<file path="src/rtl/core/acfp_pkg.sv">
`timescale 1ns / 1ps

package acfp_pkg;

   // Byte limits per frame kind
   localparam int MAX_DATA_BYTES     = 64;
   localparam int CLASSIC_DATA_BYTES = 8;

   localparam int BYTE_AW  = $clog2(MAX_DATA_BYTES);   // address within one bank
   localparam int STORE_AW = BYTE_AW + 1;              // two banks
   localparam int LEN_W    = 7;                         // 0..64
   localparam int IDX_W    = 6;

   // Characters
   localparam logic [7:0] CH_HASH    = 8'h23;
   localparam logic [7:0] CH_DOT     = 8'h2E;
   localparam logic [7:0] CH_R_UPPER = 8'h52;
   localparam logic [7:0] CH_R_LOWER = 8'h72;

   // Identifier flag bits
   localparam int FLAG_EFF_BIT = 31;
   localparam int FLAG_RTR_BIT = 30;
   localparam int FLAG_ERR_BIT = 29;

   // Verdict codes
   localparam logic [1:0] VERDICT_INVALID = 2'd0;
   localparam logic [1:0] VERDICT_CLASSIC = 2'd1;
   localparam logic [1:0] VERDICT_FD      = 2'd2;

   typedef struct packed {
      logic [7:0] character;
      logic       terminator;
   } req_type;

   typedef struct packed {
      logic [1:0]       verdict;
      logic [31:0]      frame_id;
      logic [3:0]       fd_flags;
      logic [LEN_W-1:0] data_length;
      logic [IDX_W-1:0] byte_index;
      logic [7:0]       data_byte;
      logic             last;
   } rsp_type;

   // One parsed frame, handed from parser to drain
   typedef struct packed {
      logic [1:0]       verdict;
      logic [31:0]      frame_id;
      logic [3:0]       fd_flags;
      logic [LEN_W-1:0] data_length;
      logic [LEN_W-1:0] byte_count;   // data bytes to read from the store
      logic             bank;
   } desc_type;

   typedef struct packed {
      logic                en;
      logic [STORE_AW-1:0] addr;
      logic [7:0]          data;
   } store_wr_type;

   // Hex digit value; bit 4 set means not a hex digit
   function automatic logic [4:0] hex_value(input logic [7:0] c);
      logic [4:0] v;
      v = 5'd16;
      if (c >= 8'h30 && c <= 8'h39) begin
         v = 5'(c - 8'h30);
      end else if (c >= 8'h41 && c <= 8'h46) begin
         v = 5'(c - 8'h41 + 8'd10);
      end else if (c >= 8'h61 && c <= 8'h66) begin
         v = 5'(c - 8'h61 + 8'd10);
      end
      return v;
   endfunction

endpackage

</file>
<file path="src/rtl/core/ascii_can_frame_parser.sv">
`timescale 1ns / 1ps

// Parses the text form of a CAN frame ("ID#data" or "ID##Fdata"), one
// character per request, with a terminator request closing the string.
// Characters are taken one per cycle while req_ready is high. A terminator
// turns the parsed frame into a descriptor in a two-entry queue; the drain
// side then gives one result per cycle while rsp_ready is high, one per
// data byte (a single result when the frame has no data or is invalid),
// each going through a store read stage and an output register. Data bytes
// go to a store of two 64-byte banks, one being filled while the other
// drains, so req_ready drops only while two finished frames wait in the
// queue, i.e. while both banks are held; it returns the cycle after the
// older frame's last byte is read from the store.
// Identifier flags: bit 31 extended, bit 30 remote, bit 29 error.

module ascii_can_frame_parser (
   input  logic              clock,
   input  logic              reset,
   input  logic              req_valid,
   output logic              req_ready,
   input  acfp_pkg::req_type req_payload,
   output logic              rsp_valid,
   input  logic              rsp_ready,
   output acfp_pkg::rsp_type rsp_payload
);
   import acfp_pkg::*;

   // parser to queue
   logic         push;
   desc_type     push_desc;
   logic         q_full;
   store_wr_type store_wr;

   // queue to drain
   logic         head_valid;
   desc_type     head_desc;
   logic         pop;

   // Front: classifies characters, fills the current data bank
   acfp_front u_front (
      .clock       (clock),
      .reset       (reset),
      .req_valid   (req_valid),
      .req_ready   (req_ready),
      .req_payload (req_payload),
      .q_full      (q_full),
      .push        (push),
      .push_desc   (push_desc),
      .store_wr    (store_wr)
   );

   // Finished frames wait here; depth matches the number of banks
   acfp_queue u_queue (
      .clock      (clock),
      .reset      (reset),
      .push       (push),
      .push_desc  (push_desc),
      .full       (q_full),
      .head_valid (head_valid),
      .head_desc  (head_desc),
      .pop        (pop)
   );

   // Back: walks each frame's bytes and drives the result channel
   acfp_back u_back (
      .clock       (clock),
      .reset       (reset),
      .store_wr    (store_wr),
      .head_valid  (head_valid),
      .head_desc   (head_desc),
      .pop         (pop),
      .rsp_valid   (rsp_valid),
      .rsp_ready   (rsp_ready),
      .rsp_payload (rsp_payload)
   );

endmodule

</file>
<file path="src/rtl/core/acfp_front.sv">
`timescale 1ns / 1ps

module acfp_front (
   input  logic                  clock,
   input  logic                  reset,
   input  logic                  req_valid,
   output logic                  req_ready,
   input  acfp_pkg::req_type     req_payload,
   input  logic                  q_full,
   output logic                  push,
   output acfp_pkg::desc_type    push_desc,
   output acfp_pkg::store_wr_type store_wr
);
   import acfp_pkg::*;

   typedef enum logic [9:0] {
      PH_ID       = 10'b00_0000_0001,
      PH_AFTER_ID = 10'b00_0000_0010,
      PH_FLAGS    = 10'b00_0000_0100,
      PH_DATA     = 10'b00_0000_1000,
      PH_DOTTED   = 10'b00_0001_0000,
      PH_LOW      = 10'b00_0010_0000,
      PH_FULL     = 10'b00_0100_0000,
      PH_RTR_DLC  = 10'b00_1000_0000,
      PH_DONE     = 10'b01_0000_0000,
      PH_BAD      = 10'b10_0000_0000
   } phase_type;

   phase_type        phase_ff, phase_in;
   logic [3:0]       pos_ff, pos_in;
   logic [31:0]      id_ff, id_in;
   logic             err_ff, err_in;
   logic [3:0]       fd_ff, fd_in;
   logic             is_fd_ff, is_fd_in;
   logic [3:0]       hi_ff, hi_in;
   logic [LEN_W-1:0] bytes_ff, bytes_in;
   logic             bank_ff, bank_in;

   logic             accept;
   logic [7:0]       c;
   logic [4:0]       nib;
   logic [LEN_W-1:0] limit;
   logic [LEN_W-1:0] bytes_inc;
   logic             frame_ok;

   assign req_ready = !q_full;
   assign accept    = req_valid && req_ready;
   assign c         = req_payload.character;
   assign nib       = hex_value(c);
   assign limit     = is_fd_ff ? LEN_W'(MAX_DATA_BYTES) : LEN_W'(CLASSIC_DATA_BYTES);
   assign bytes_inc = bytes_ff + LEN_W'(1);

   assign frame_ok = (phase_ff == PH_AFTER_ID) || (phase_ff == PH_DATA) ||
                     (phase_ff == PH_DOTTED) || (phase_ff == PH_FULL) ||
                     (phase_ff == PH_RTR_DLC) || (phase_ff == PH_DONE);

   always_comb begin
      phase_in  = phase_ff;
      pos_in    = pos_ff;
      id_in     = id_ff;
      err_in    = err_ff;
      fd_in     = fd_ff;
      is_fd_in  = is_fd_ff;
      hi_in     = hi_ff;
      bytes_in  = bytes_ff;
      bank_in   = bank_ff;
      push      = 1'b0;
      push_desc = '0;
      store_wr  = '0;

      if (accept && !req_payload.terminator) begin
         case (phase_ff)
            PH_ID: begin
               if (pos_ff == 4'd3 && c == CH_HASH) begin
                  phase_in = err_ff ? PH_BAD : PH_AFTER_ID;
               end else if (pos_ff >= 4'd8) begin
                  if (c == CH_HASH && !err_ff) begin
                     if (!id_ff[FLAG_ERR_BIT]) begin
                        id_in[FLAG_EFF_BIT] = 1'b1;
                     end
                     phase_in = PH_AFTER_ID;
                  end else begin
                     phase_in = PH_BAD;
                  end
               end else begin
                  if (nib[4]) begin
                     err_in = 1'b1;
                  end else begin
                     id_in = {id_ff[27:0], nib[3:0]};
                  end
                  pos_in = pos_ff + 4'd1;
               end
            end
            PH_AFTER_ID, PH_DATA: begin
               if (phase_ff == PH_AFTER_ID && (c == CH_R_UPPER || c == CH_R_LOWER)) begin
                  id_in[FLAG_RTR_BIT] = 1'b1;
                  phase_in = PH_RTR_DLC;
               end else if (phase_ff == PH_AFTER_ID && c == CH_HASH) begin
                  is_fd_in = 1'b1;
                  phase_in = PH_FLAGS;
               end else if (c == CH_DOT) begin
                  phase_in = PH_DOTTED;
               end else if (nib[4]) begin
                  phase_in = PH_BAD;
               end else begin
                  hi_in    = nib[3:0];
                  phase_in = PH_LOW;
               end
            end
            PH_FLAGS: begin
               if (nib[4]) begin
                  phase_in = PH_BAD;
               end else begin
                  fd_in    = nib[3:0];
                  phase_in = PH_DATA;
               end
            end
            PH_DOTTED: begin
               if (nib[4]) begin
                  phase_in = PH_BAD;
               end else begin
                  hi_in    = nib[3:0];
                  phase_in = PH_LOW;
               end
            end
            PH_LOW: begin
               if (nib[4]) begin
                  phase_in = PH_BAD;
               end else begin
                  store_wr.en   = 1'b1;
                  store_wr.addr = {bank_ff, bytes_ff[BYTE_AW-1:0]};
                  store_wr.data = {hi_ff, nib[3:0]};
                  bytes_in      = bytes_inc;
                  phase_in      = (bytes_inc >= limit) ? PH_FULL : PH_DATA;
               end
            end
            PH_RTR_DLC: begin
               if (nib <= 5'd8) begin
                  bytes_in = LEN_W'(nib);
               end
               phase_in = PH_DONE;
            end
            default: begin
               // full, done, bad: ignore until terminator
            end
         endcase
      end else if (accept) begin
         push = 1'b1;
         if (frame_ok) begin
            push_desc.verdict     = is_fd_ff ? VERDICT_FD : VERDICT_CLASSIC;
            push_desc.frame_id    = id_ff;
            push_desc.fd_flags    = fd_ff;
            push_desc.data_length = bytes_ff;
            push_desc.byte_count  = id_ff[FLAG_RTR_BIT] ? '0 : bytes_ff;
         end
         push_desc.bank = bank_ff;
         bank_in  = !bank_ff;
         phase_in = PH_ID;
         pos_in   = '0;
         id_in    = '0;
         err_in   = 1'b0;
         fd_in    = '0;
         is_fd_in = 1'b0;
         hi_in    = '0;
         bytes_in = '0;
      end
   end

   always_ff @(posedge clock) begin
      if (reset) begin
         phase_ff <= PH_ID;
         pos_ff   <= '0;
         id_ff    <= '0;
         err_ff   <= 1'b0;
         fd_ff    <= '0;
         is_fd_ff <= 1'b0;
         hi_ff    <= '0;
         bytes_ff <= '0;
         bank_ff  <= 1'b0;
      end else begin
         phase_ff <= phase_in;
         pos_ff   <= pos_in;
         id_ff    <= id_in;
         err_ff   <= err_in;
         fd_ff    <= fd_in;
         is_fd_ff <= is_fd_in;
         hi_ff    <= hi_in;
         bytes_ff <= bytes_in;
         bank_ff  <= bank_in;
      end
   end

   // Full phase only once the byte limit for this frame kind is reached
   a_full_at_limit: assert property (@(posedge clock) disable iff (reset)
      (phase_ff == PH_FULL) |-> (bytes_ff == limit))
      else $error("full phase with byte count off the limit");

   // Store writes stay inside the bank being filled
   a_write_own_bank: assert property (@(posedge clock) disable iff (reset)
      store_wr.en |-> (store_wr.addr[STORE_AW-1] == bank_ff) && (bytes_ff < limit))
      else $error("data byte written outside current bank or past limit");

endmodule

</file>
<file path="src/rtl/core/acfp_queue.sv">
`timescale 1ns / 1ps

module acfp_queue (
   input  logic               clock,
   input  logic               reset,
   input  logic               push,
   input  acfp_pkg::desc_type push_desc,
   output logic               full,
   output logic               head_valid,
   output acfp_pkg::desc_type head_desc,
   input  logic               pop
);
   import acfp_pkg::*;

   desc_type   slot_ff [2];
   logic       wr_ptr_ff, wr_ptr_in;
   logic       rd_ptr_ff, rd_ptr_in;
   logic [1:0] cnt_ff, cnt_in;

   assign full       = (cnt_ff == 2'd2);
   assign head_valid = (cnt_ff != 2'd0);
   assign head_desc  = slot_ff[rd_ptr_ff];

   always_comb begin
      wr_ptr_in = push ? !wr_ptr_ff : wr_ptr_ff;
      rd_ptr_in = pop ? !rd_ptr_ff : rd_ptr_ff;
      cnt_in    = cnt_ff + 2'(push) - 2'(pop);
   end

   always_ff @(posedge clock) begin
      if (reset) begin
         wr_ptr_ff <= 1'b0;
         rd_ptr_ff <= 1'b0;
         cnt_ff    <= '0;
      end else begin
         wr_ptr_ff <= wr_ptr_in;
         rd_ptr_ff <= rd_ptr_in;
         cnt_ff    <= cnt_in;
      end
   end

   always_ff @(posedge clock) begin
      if (push) begin
         slot_ff[wr_ptr_ff] <= push_desc;
      end
   end

endmodule

</file>
<file path="src/rtl/core/acfp_back.sv">
`timescale 1ns / 1ps

module acfp_back (
   input  logic                   clock,
   input  logic                   reset,
   input  acfp_pkg::store_wr_type store_wr,
   input  logic                   head_valid,
   input  acfp_pkg::desc_type     head_desc,
   output logic                   pop,
   output logic                   rsp_valid,
   input  logic                   rsp_ready,
   output acfp_pkg::rsp_type      rsp_payload
);
   import acfp_pkg::*;

   localparam int STORE_DEPTH = 2 * MAX_DATA_BYTES;

   logic [7:0]       store_ff [STORE_DEPTH];
   logic [7:0]       rd_data_ff;

   logic [BYTE_AW-1:0] k_ff, k_in;
   logic               s1_vld_ff, s1_vld_in;
   rsp_type            s1_rsp_ff;
   logic               s1_nodata_ff;
   logic               out_vld_ff, out_vld_in;
   rsp_type            out_ff, out_in;

   logic             issue;
   logic             load_out;
   logic [LEN_W-1:0] n_res;
   logic             is_last;
   rsp_type          s1_rsp_in;

   assign load_out = s1_vld_ff && (!out_vld_ff || rsp_ready);
   assign issue    = head_valid && (!s1_vld_ff || load_out);
   assign n_res    = (head_desc.byte_count == '0) ? LEN_W'(1) : head_desc.byte_count;
   assign is_last  = ({1'b0, k_ff} + LEN_W'(1)) == n_res;
   assign pop      = issue && is_last;

   always_comb begin
      k_in = k_ff;
      if (issue) begin
         k_in = is_last ? '0 : k_ff + BYTE_AW'(1);
      end
      s1_vld_in = issue ? 1'b1 : (load_out ? 1'b0 : s1_vld_ff);
      out_vld_in = load_out ? 1'b1 : (rsp_ready ? 1'b0 : out_vld_ff);

      s1_rsp_in.verdict     = head_desc.verdict;
      s1_rsp_in.frame_id    = head_desc.frame_id;
      s1_rsp_in.fd_flags    = head_desc.fd_flags;
      // for a run of data bytes, data_length equals the byte count
      s1_rsp_in.data_length = head_desc.data_length;
      s1_rsp_in.byte_index  = IDX_W'(k_ff);
      s1_rsp_in.data_byte   = '0;
      s1_rsp_in.last        = is_last;

      out_in           = s1_rsp_ff;
      out_in.data_byte = s1_nodata_ff ? 8'd0 : rd_data_ff;
   end

   always_ff @(posedge clock) begin
      if (reset) begin
         k_ff       <= '0;
         s1_vld_ff  <= 1'b0;
         out_vld_ff <= 1'b0;
      end else begin
         k_ff       <= k_in;
         s1_vld_ff  <= s1_vld_in;
         out_vld_ff <= out_vld_in;
      end
   end

   // Two-bank data store; parser fills one bank while the other drains
   always_ff @(posedge clock) begin
      if (store_wr.en) begin
         store_ff[store_wr.addr] <= store_wr.data;
      end
      if (issue) begin
         rd_data_ff <= store_ff[{head_desc.bank, k_ff}];
      end
   end

   always_ff @(posedge clock) begin
      if (issue) begin
         s1_rsp_ff    <= s1_rsp_in;
         s1_nodata_ff <= (head_desc.byte_count == '0);
      end
      if (load_out) begin
         out_ff <= out_in;
      end
   end

   assign rsp_valid   = out_vld_ff;
   assign rsp_payload = out_ff;

   // A descriptor leaves the queue only with the final result of its run
   a_pop_marks_last: assert property (@(posedge clock) disable iff (reset)
      pop |=> s1_vld_ff && s1_rsp_ff.last)
      else $error("descriptor popped without last result");

   // Read stage holds its data while the output register is stalled
   a_s1_holds: assert property (@(posedge clock) disable iff (reset)
      (s1_vld_ff && out_vld_ff && !rsp_ready) |=> s1_vld_ff && $stable(rd_data_ff))
      else $error("read stage lost data under stall");

   // Invalid frames are a single result
   a_invalid_single: assert property (@(posedge clock) disable iff (reset)
      (rsp_valid && rsp_payload.verdict == VERDICT_INVALID) |-> rsp_payload.last)
      else $error("invalid verdict not marked last");

   // Data results stay inside the frame's byte count
   a_index_in_range: assert property (@(posedge clock) disable iff (reset)
      (rsp_valid && rsp_payload.verdict != VERDICT_INVALID &&
       !rsp_payload.frame_id[FLAG_RTR_BIT] && rsp_payload.data_length != '0)
      |-> ({1'b0, rsp_payload.byte_index} < rsp_payload.data_length))
      else $error("byte index past data length");

endmodule

</file>
<file path="config.mk">
export PLATFORM = sky130hd
export DESIGN_NAME = ascii_can_frame_parser
export DESIGN_NICKNAME = d
export VERILOG_FILES = /design/src/rtl/core/acfp_pkg.sv /design/src/rtl/core/ascii_can_frame_parser.sv /design/src/rtl/core/acfp_front.sv /design/src/rtl/core/acfp_queue.sv /design/src/rtl/core/acfp_back.sv
export SDC_FILE = /design/constraint.sdc
export NUM_CORES = 1
export LEC_CHECK = 0
export BUFFER_PORTS_ARGS = -buffer_cell sky130_fd_sc_hd__buf_2
export CORE_MARGIN = 3
export CORE_UTILIZATION = 56
export DETAILED_ROUTE_END_ITERATION = 16
export GPL_ROUTABILITY_DRIVEN = 0
export MAX_ROUTING_LAYER = met4
export PLACE_DENSITY = 0.8
export RECOVER_POWER = 50
export SLEW_MARGIN = 30
export SYNTH_ARGS = -nofsm -noshare
export SYNTH_HDL_FRONTEND = slang
export SYNTH_SLANG_ARGS = --single-unit
</file>
<file path="constraint.sdc">
create_clock -name clock -period 7.3 [get_ports clock]
set_input_delay 1.825 -clock clock [delete_from_list [all_inputs] [get_ports clock]]
set_output_delay 1.825 -clock clock [all_outputs]
set_load 0.01 [all_outputs]
</file>
== Yosys cells after proc, flatten, opt, wreduce, memory -nomap -nowiden ==
Memories as Yosys holds them, arrays and structs flattened. A register that Yosys moved wholly into a read port is not among the register bits.
Index checks and enable logic that the tools add are counted.

* Register bits: 189
* Latch bits: 0
* Bits in writable memories: 1130
* Bits in read-only memories: 0
* Input bits: 13
* Output and inout port bits: 62
* Logic and storage cells: 222
* Memories: 2

{| class="wikitable"
|+ Memory list
! memory !! depth !! bits a word !! read ports !! clocked after memory_dff !! wr ports !! RTL line !! RTL
|-
| u_back.store_ff || 128 || 8 || 1 || 1 || 1 || acfp_back.sv:18 || <nowiki>logic [7:0] store_ff [STORE_DEPTH];</nowiki>
|-
| u_queue.slot_ff || 2 || 53 || 1 || 1 || 1 || acfp_queue.sv:15 || <nowiki>desc_type slot_ff [2];</nowiki>
|}

* Add/sub/neg operators: 11
* Multipliers: 0
* Divide/modulo/power cells: 0
* Magnitude comparators: 9
* Equality and inequality tests: 42
* Shift operators: 0
* Muxes and demuxes: 81
* Bitwise gates (word level): 1
* Reduce and logical (&&, ||, !) cells: 45

{| class="wikitable"
|+ Operator list
! kind !! count
|-
| $mux 32 || 4
|-
| $mux 10 || 12
|-
| $mux 53 || 2
|-
| $pmux 10 s6 || 1
|-
| $mux 7 || 8
|-
| $mux 4 || 13
|-
| $mux 52 || 1
|-
| $mux 16 || 3
|-
| $ne 3x3->1 const B || 13
|-
| $mux 31 || 1
|-
| $mux 30 || 1
|-
| $mux 1 || 27
|-
| $eq 8x6->1 const B || 2
|-
| $eq 8x7->1 const B || 2
|-
| $ge 8x7->1 const B || 2
|-
| $le 8x7->1 const B || 2
|-
| $ne 2x2->1 const B || 8
|-
| $mux 5 || 3
|-
| $reduce_and 5->1 || 3
|-
| $pmux 7 s2 || 1
|-
| $logic_and 1x1->1 || 12
|-
| $reduce_and 4->1 || 3
|-
| $reduce_and 6->1 || 2
|-
| $add 5x4->5 const B || 2
|-
| other kinds (41) || 61
|}

== Longest topological paths before layout ==
Gate-level depths: netlist of the first run.

* Depth after elaboration: 11
* Gate-level depth with buffers: 16
* Mapped depth without buffers: 13

== Modules after synthesis ==
Synthesis of the first run repeated with hierarchy kept, for this count alone.

* Cells, all modules: 2491
* Area, all modules: 51866.0 sq um

{| class="wikitable"
|+ By module, submodules not included
! module !! times used !! cells each !! area each (sq um) !! sequential area each (sq um)
|-
| acfp_back || 1 || 1825 || 43743.2 || 34543.1
|-
| acfp_queue || 1 || 186 || 4297.9 || 3283.1
|-
| acfp_front || 1 || 480 || 3824.9 || 1281.2
|}

== Least setup slack after synthesis of the first run ==
OpenSTA, ideal clock, no wires.

* Path kind: input to register
* Start point: in req_payload[2] (netlist bit)
* End point: mem u_back.store_ff[0][0] (data pin)
* Setup time: 0.798 ns
* Arrival time: 6.428 ns
* Data required time: 6.502 ns
* Setup slack: 0.074 ns
* Stages on the path: 8
* Buffers on the path: 1
* Path through: inv_1 ha_1 nor2_1 a2111oi_4 a21oi_2 or4_1 buf_2 nor2_1

{| class="wikitable"
|+ RTL lines
! item !! RTL line !! RTL
|-
| start, declared || ascii_can_frame_parser.sv:21 || <nowiki>input acfp_pkg::req_type req_payload,</nowiki>
|-
| end, declared || acfp_back.sv:18 ||
|}

==> results.md, run 1 <==
- The run finished, with violations left.
- The checks that failed: max-capacitance violations, max-slew violations.
- The count of final max-slew check failures is 567.
- Adding up every negative setup slack in the final design gives 0 ps.
- The power per standard cell area is 268 nW/µm².
- The floorplan step defined a die boundary enclosing 94600 µm².
- Headroom to the max-slew limit came out at -1.25.
- The die extent in x is 308 µm.
- The fraction of power consumed by combinational cells is 0.032.
- Yosys attributes the largest share of cell area to edfxtp_1, mux4_2, dfxtp_1, o22ai_1, nor2_1.
- The detailed placer's ending HPWL is 68500 µm.
- Before antenna repair, the detailed router went through 6 iterations.
- In the routed layout, each cell is associated on average with a via count of roughly 6.8.
- Fill cells in the final layout number 5606.
- The pin count of the biggest net entering global routing is 129.
- The worst ir drop on vdd is 0.000256 V.
- The synthesis-to-finish area growth is 10.9%.
- The footprint of the flip-flops and latches is 39100 µm².
- The die height is 308 µm.
- After the last flow step, the layout net total stands at 2704.
- The leakage power is roughly 16 nW.
- The total overflow reported by the global router is 0.
- Averaged over all synthesized cells, the footprint is a little under 20 µm².
- The shortest clock period the worst path allows after layout is 6290 ps.
- Of the available clock period, the critical path in the final layout requires 0.861.
- The clock skew after layout is a little over 70 ps.
- Setup violations remaining at the end of the flow were counted as 0.
- The register-to-register path setup slack is about 1000 ps.
- The routed length per placed instance is 30.1 µm.
- The routed layout has 26.7k vias.
- The top cell type's share of synthesized area is 0.738.
- Buffers placed on the I/O ports in this run total 74.
- The arrival time of the worst setup path is 6850 ps.
- In the global route stage, overall resource usage came out at 0.261.
- The later-pin clock latency in the skew report is 730 ps.
- The max capacitance violation total is 12.
- In this run the worst path has a maximum fanout of 68.
- The DRC violation count after routing is 0.
- In this run the power spent charging and discharging nets is 3.12 mW.
- The start point of the worst min-delay path is u_back.out_in[52]$_DFFE_PP_.
- The final count of hold timing violations is 0.
- Once detail routing completed, the nets flagged for antenna violations numbered 0.
- The flip-flop and latch count after synthesis is 1328.
- The critical path startpoint category is a flop.
- The multi-input gate area in the final layout is 11200 µm².
- The worst-case hold slack is 389 ps.
- The cell count after synthesis is 2587.
- The mapped cell area is 50900 µm².
- The initial core utilization is 0.570.
- The number of design-rule violations left by the first detailed-router iteration is between 3k and 4k.
- Synthesis produced a netlist with a net count of around 2.6k.
- The most used flip-flop cell after synthesis is edfxtp_1.
- The final total power is ~15 mW.
- The floorplan step defined a core boundary enclosing 89300 µm².
- edfxtp_1 is the most common cell in the netlist.
- No sink is reached through more buffers than the 3 on the longest clock path.
- The actual slew at the worst max-slew pin is 3380 ps.
- The first-pass GRT wire length is 177000 µm.
- The TritonCTS clock tree is built.
- The number of I/O pins is 75.
- The number of global-route vias before repair is 26.5k.
- The worst register-to-register path begins at u_back.k_ff[2]$_SDFFE_PP0P_.
- The required time reported for the critical path endpoint is 7870 ps.
- Of the total power, registers draw 0.553.
- The library cell occupying the most area in the post-synthesis netlist is edfxtp_1.
- The worst setup path is of the flop to flop kind.
- Setup repair after global routing left no endpoint under its margin.
- The total clock buffers created by CTS is around 120.
- Of the total power, the clock network draws 0.416.
- STA classifies the critical path endpoint as a flop.
- Synthesis instantiated 75 different standard cells from the library.
- The yosys synthesis warning count is 0.
- Ranked by instance count, the synthesized netlist is headed by edfxtp_1, mux4_2, nor2_1.
- The count of flip-flops with a built-in enable after synthesis is ~1.3k.
- The number of antenna violations at the first check in global routing is 9.
- The clock tree synthesis step divided the H-tree into 3 levels.
- The share of cells above drive strength 1 is 0.201.
- Counting every sink on the clock net gives 1328.
- The fmax is 159 MHz.
- The total of hold buffers inserted after clock tree synthesis is 0.
- The min-delay analysis places its worst path in the category flop to flop.
- The number of rows created at floorplan is 109.
- The switching share of total power is 0.206.
- The post-cts sizing count is 0.
- The most critical setup path has its startpoint at u_back.k_ff[2]$_SDFFE_PP0P_.
- Post-CTS timing repair inserted 0 buffers for setup.
- The fraction of the yosys area taken by sequential cells is 0.768.
- The share of flip-flops with an asynchronous set or reset is 0.
- The internal portion of the total power is 12.0 mW.
- The post-detailed-routing wire length is about 120000 µm.
- The clock input transition at the sequential cells of the worst setup and hold paths is roughly 60 ps.
- The cell sitting at the root of the clock tree is a clkbuf_16.
## flip-flops by register name, summed over array words and instances (netlist names), 2 cells and up, named ones only
| name | count |
|---|---|
| u_back.store_ff | 1024 |
| u_queue.slot_ff | 106 |
| u_back.rsp_payload | 60 |
| u_back.out_in | 52 |
| u_front.id_ff | 32 |
| u_front.phase_ff | 10 |
| u_back.rd_data_ff | 8 |
| u_front.bytes_ff | 7 |
| u_back.k_ff | 6 |
| u_front.fd_ff | 4 |
| u_front.hi_ff | 4 |
| u_front.pos_ff | 4 |
| u_queue.cnt_ff | 2 |
## metal layers
layer	GRT usage	share of wire
met5	-	0
met4	0.0941	0.040
met3	0.0549	0.12
met2	0.404	0.48
met1	0.350	0.36
## cell families (layout without fill, tap and decap cells)
| logic type | count (synthesis) | in the layout | synth area share |
|---|---|---|---|
| flops | 1328 | 1328 | 0.768 |
| simple gates | 473 | 473 | 0.0483 |
| mux | 321 | 321 | 0.129 |
| compound gates | 269 | 269 | 0.0354 |
| buf+inv | 162 | 356 | 0.0124 |
| xor+xnor | 22 | 22 | 0.00378 |
| fa+ha+maj | 12 | 12 | 0.00295 |
| other cells | 0 | 7 | 0 |
## path summary, 6_finish.rpt
path         depth (start not counted)                          endpoint
min                                  0  u_back.rsp_payload[52]$_DFFE_PP_
max reg2reg                          5    u_back.rd_data_ff[6]$_DFFE_PP_
min reg2reg                          0  u_back.rsp_payload[52]$_DFFE_PP_
max                                  5    u_back.rd_data_ff[6]$_DFFE_PP_
## through the flow
step	setup WS [ps]	cells	util	instance area (µm²)
after global routing	848	3953	0.632	56400
after detailed placement	927	3723	0.589	52700
after CTS	1650	3946	0.634	56600
after global placement	1100	3721	0.589	52600
final	1010	3953	0.632	56400
after floorplan	74.0	2587	-	50900
## layout by cell type, fill, tap and decap left out, drive strengths merged, types with 6 or more instances in the layout
cell type,instances
a22oi,7
o21ai,28
buf,38
nand4,6
mux2,46
and2,64
ha,12
mux2i,11
inv,16
and3,8
diode,7
a21oi,34
nor4,44
nor3,22
clkbuf,227
nor2b,18
nand3,20
nand4b,6
clkinvlp,10
nand2b,19
nor3b,8
a22o,34
xor2,9
clkinv,53
mux4,264
edfxtp,1251
o22ai,130
or3,7
bufinv,12
nand2,62
nor2,169
dfxtp,77
xnor2,13
## power groups by stage
stage | Sequential [mW] | Clock (mW) | Combinational [mW]
floorplan | 8.52 | 0 | 0.374
finish | 8.37 | 6.30 | 0.479
detailed placement | 8.53 | 0 | 0.488
global route | 8.38 | 6.63 | 0.520
CTS | 8.37 | 6.34 | 0.493
global placement | 8.53 | 0 | 0.474
## final cells by class
class                      count  share of cell area
tap                         1165              0.0258
inverter                      15            0.000998
timing repair buffer         118              0.0116
multi-input combinational   1097               0.198
clock inverter                76              0.0143
sequential                  1328               0.693
antenna                        7            0.000310
clock buffer                 147              0.0559
## worst max-delay path, stage by stage (launching register included)
cell and delay [ps]:
dfxtp_1 2610, clkbuf_2 1360, mux4_2 440, o22ai_1 120, nor4_1 1050, mux4_2 440
No activity file was read; power rests on OpenSTA's default activity.
==> run 2, diff against run 1 <==
CORE_ASPECT_RATIO = 1.5   (was default)
==> run 2 against run 1 <==
Compared with the run above:
- register-to-register slack better by 430 ps
- critical endpoint is now u_back.store_ff[14][6]$_DFFE_PP_
- the run still ends with max-capacitance violations, max-slew violations left
- design area shrank 0.39%
- global-route usage increased by 0.48 points
- largest power group unchanged
- largest cell class unchanged
- critical path depth up 5
==> results.md, run 2 (synthesized netlist as in run 1, its figures left out) <==
- For this run, the post-layout net count is 2701.
- The number of port buffers is between 70 and 80.
- In the final layout, the share of cells above drive strength 1 is 0.200.
- The total overflow reported by the global router is 0.
- The count of final max-slew check failures came to roughly 560.
- The max capacitance violation total is 14.
- The power per standard cell area is ~260 nW/µm².
- The worst setup path is captured at a flop.
- The overall fraction of global-route tracks in use is 0.266.
- In the layout the commonest cells are edfxtp_1, mux4_2, nor2_1.
- From left edge to right edge, the die measures 252 µm.
- The die outline area is 94600 µm².
- Dividing the detail-routed via count by the number of cells gives 6.74.
- Setup slack closes at 978 ps.
- The maximum buffer depth of the clock tree is 3.
- TritonCTS built the clock tree.
- The required time reported for the critical path endpoint is roughly 7700 ps.
- The clock input transition at the sequential cells of the worst setup and hold paths is 70 ps.
- The first detailed-routing pass took 10 iterations.
- The tightest slew margin relative to the limit is -1.30.
- The number of rows created at floorplan is 134.
- The final cycle utilization of the critical path is 0.866.
- On the final layout, the worst hold slack is 415 ps.
- Entering global routing, the biggest net connects 129 pins.
- Setup violations remaining at the end of the flow were counted as 0.
- The core region is ~90000 µm².
- The register name with the most flops is u_back.store_ff.
- The checks that failed: max-capacitance violations, max-slew violations.
- Total power for the finished layout comes to 14.8 mW.
- The critical path in this run is classified as input port to flop.
- The top fanout value on the critical path is 29.
- At the pin with the least slew margin, the transition time is 3440 ps.
- Derived from the worst setup path, the maximum achievable clock frequency is around 160 MHz.
- The cell at the root of the clock tree is clkbuf_16.
- VDD sags by at most 0.000197 V.
- The H-tree was split into 3 levels.
- The total clock buffers created by CTS is 111.
- For this block, the initial DRC count from the detailed router was 3374.
- The number of global-route vias before repair came to ~27k.
- The clock sink total is 1328.
- Post-CTS repair changed the size of 0 cells.
- Summed over all cells, the static leakage comes to 15.6 nW.
- During I/O placement, the number of pins put on the boundary was 75.
- The first global-routing pass estimated 179000 µm of wire.
- The via count is 26.5k.
- In this run the remaining antenna-violating nets after routing total 0.
- For the final database, setup skew stands at approximately 23 ps.
- Setup repair after global routing left no endpoint under its margin.
- The final count of hold timing violations is 0.
- In this run, placement finished with an instance count of 3716.
- Once layout is complete, the cells apart from fillers number about 3.9k.
- Subtracting the final worst setup slack from the clock period gives 6320 ps.
- Data arrives at the worst endpoint at 6700 ps.
- The post-CTS repair timing setup buffer count is 0.
- The number of hold buffers added after CTS was 0.
- Timing analysis after detailed placement gives a worst setup slack of about 1000 ps.
- The routed length per placed instance is 30.8 µm.
- The run finished, with violations left.
- The initial core utilization is 0.569.
- STA classifies the critical path startpoint as an input port.
- The number of antenna violations at the first check in global routing came to 3.
- For the worst-skew pair, the clock arrives at the later sink with an insertion delay of 690 ps.
- For this block, the routed nets add up to around 120000 µm of wire.
- The min-delay analysis places its worst path in the category flop to flop.
- After detailed routing, the number of remaining DRC violations is 0.
- From bottom edge to top edge, the die measures about 380 µm.
- The number of flip-flops under the largest register name is between 1k and 1.5k.
- The setup total negative slack is 0 ps.
- The HPWL after detailed placement is approximately 72000 µm.
- The most common library cell in the layout ignoring fill and taps is edfxtp_1.
- The area growth from synthesis to layout is 10.4%.
==> run 2: cell types whose count changed in the layout (fill, tap and decap cells not counted), sizes merged <==
| cell | delta |
|---|---|
| buf | +5 |
| clkbuf | -18 |
| diode | -3 |
| clkinvlp | +2 |
| inv | +4 |
| clkinv | -3 |
==> run 2: cell type report <==
| class | instances | area, µm² |
|---|---|---|
| timing repair buffer | 123 | 736 |
| clock buffer | 129 | 2900 |
| antenna | 4 | 10.0 |
| fill | 5698 | 33300 |
| tap | 1156 | 1450 |
| multi-input combinational | 1097 | 11200 |
| sequential | 1328 | 39100 |
| clock inverter | 79 | 739 |
| inverter | 15 | 56.3 |
==> run 2: per-layer routing <==
layer,GRT usage,routed length (µm),vias up
met4,0.148,8030,0
li1,-,-,10800
met5,-,0,-
met2,0.444,62700,1891
met1,0.311,39100,13400
met3,0.0408,11200,437
==> run 2: path summary, 6_finish.rpt <==
check	cells past startpoint	start	slack, ps	to
worst max register to register	5	u_back.k_ff[2]$_SDFFE_PP0P_	1440	u_back.rd_data_ff[7]$_DFFE_PP_
worst min register to register	0	u_back.out_in[43]$_DFFE_PP_	410	u_back.rsp_payload[43]$_DFFE_PP_
worst max-delay path	10	req_payload[2]	980	u_back.store_ff[14][6]$_DFFE_PP_
worst min-delay path	0	u_back.out_in[43]$_DFFE_PP_	410	u_back.rsp_payload[43]$_DFFE_PP_
==> run 2: metrics by stage <==
step,util,area [µm²]
3_3_place_gp,0.588,52600
4_1_cts,0.629,56300
5_1_grt,0.628,56200
6_report,0.628,56200
3_5_place_dp,0.589,52700
2_1_floorplan,-,50900
==> run 2: report_power, final <==
part / leakage, nW / internal, mW / switching, mW
logic: 2.81 / 0.188 / 0.305
clock network: 1.76 / 3.28 / 2.67
registers: 11.1 / 8.32 / 0.0427
==> run 2: worst max-delay path, stage by stage <==
cell and delay [ps]:
clkbuf_1 160, inv_1 140, ha_1 240, nor3b_1 110
a211oi_1 500, a21oi_1 300, nor4_2 340, clkbuf_1 660
and2_0 1570, clkbuf_2 820
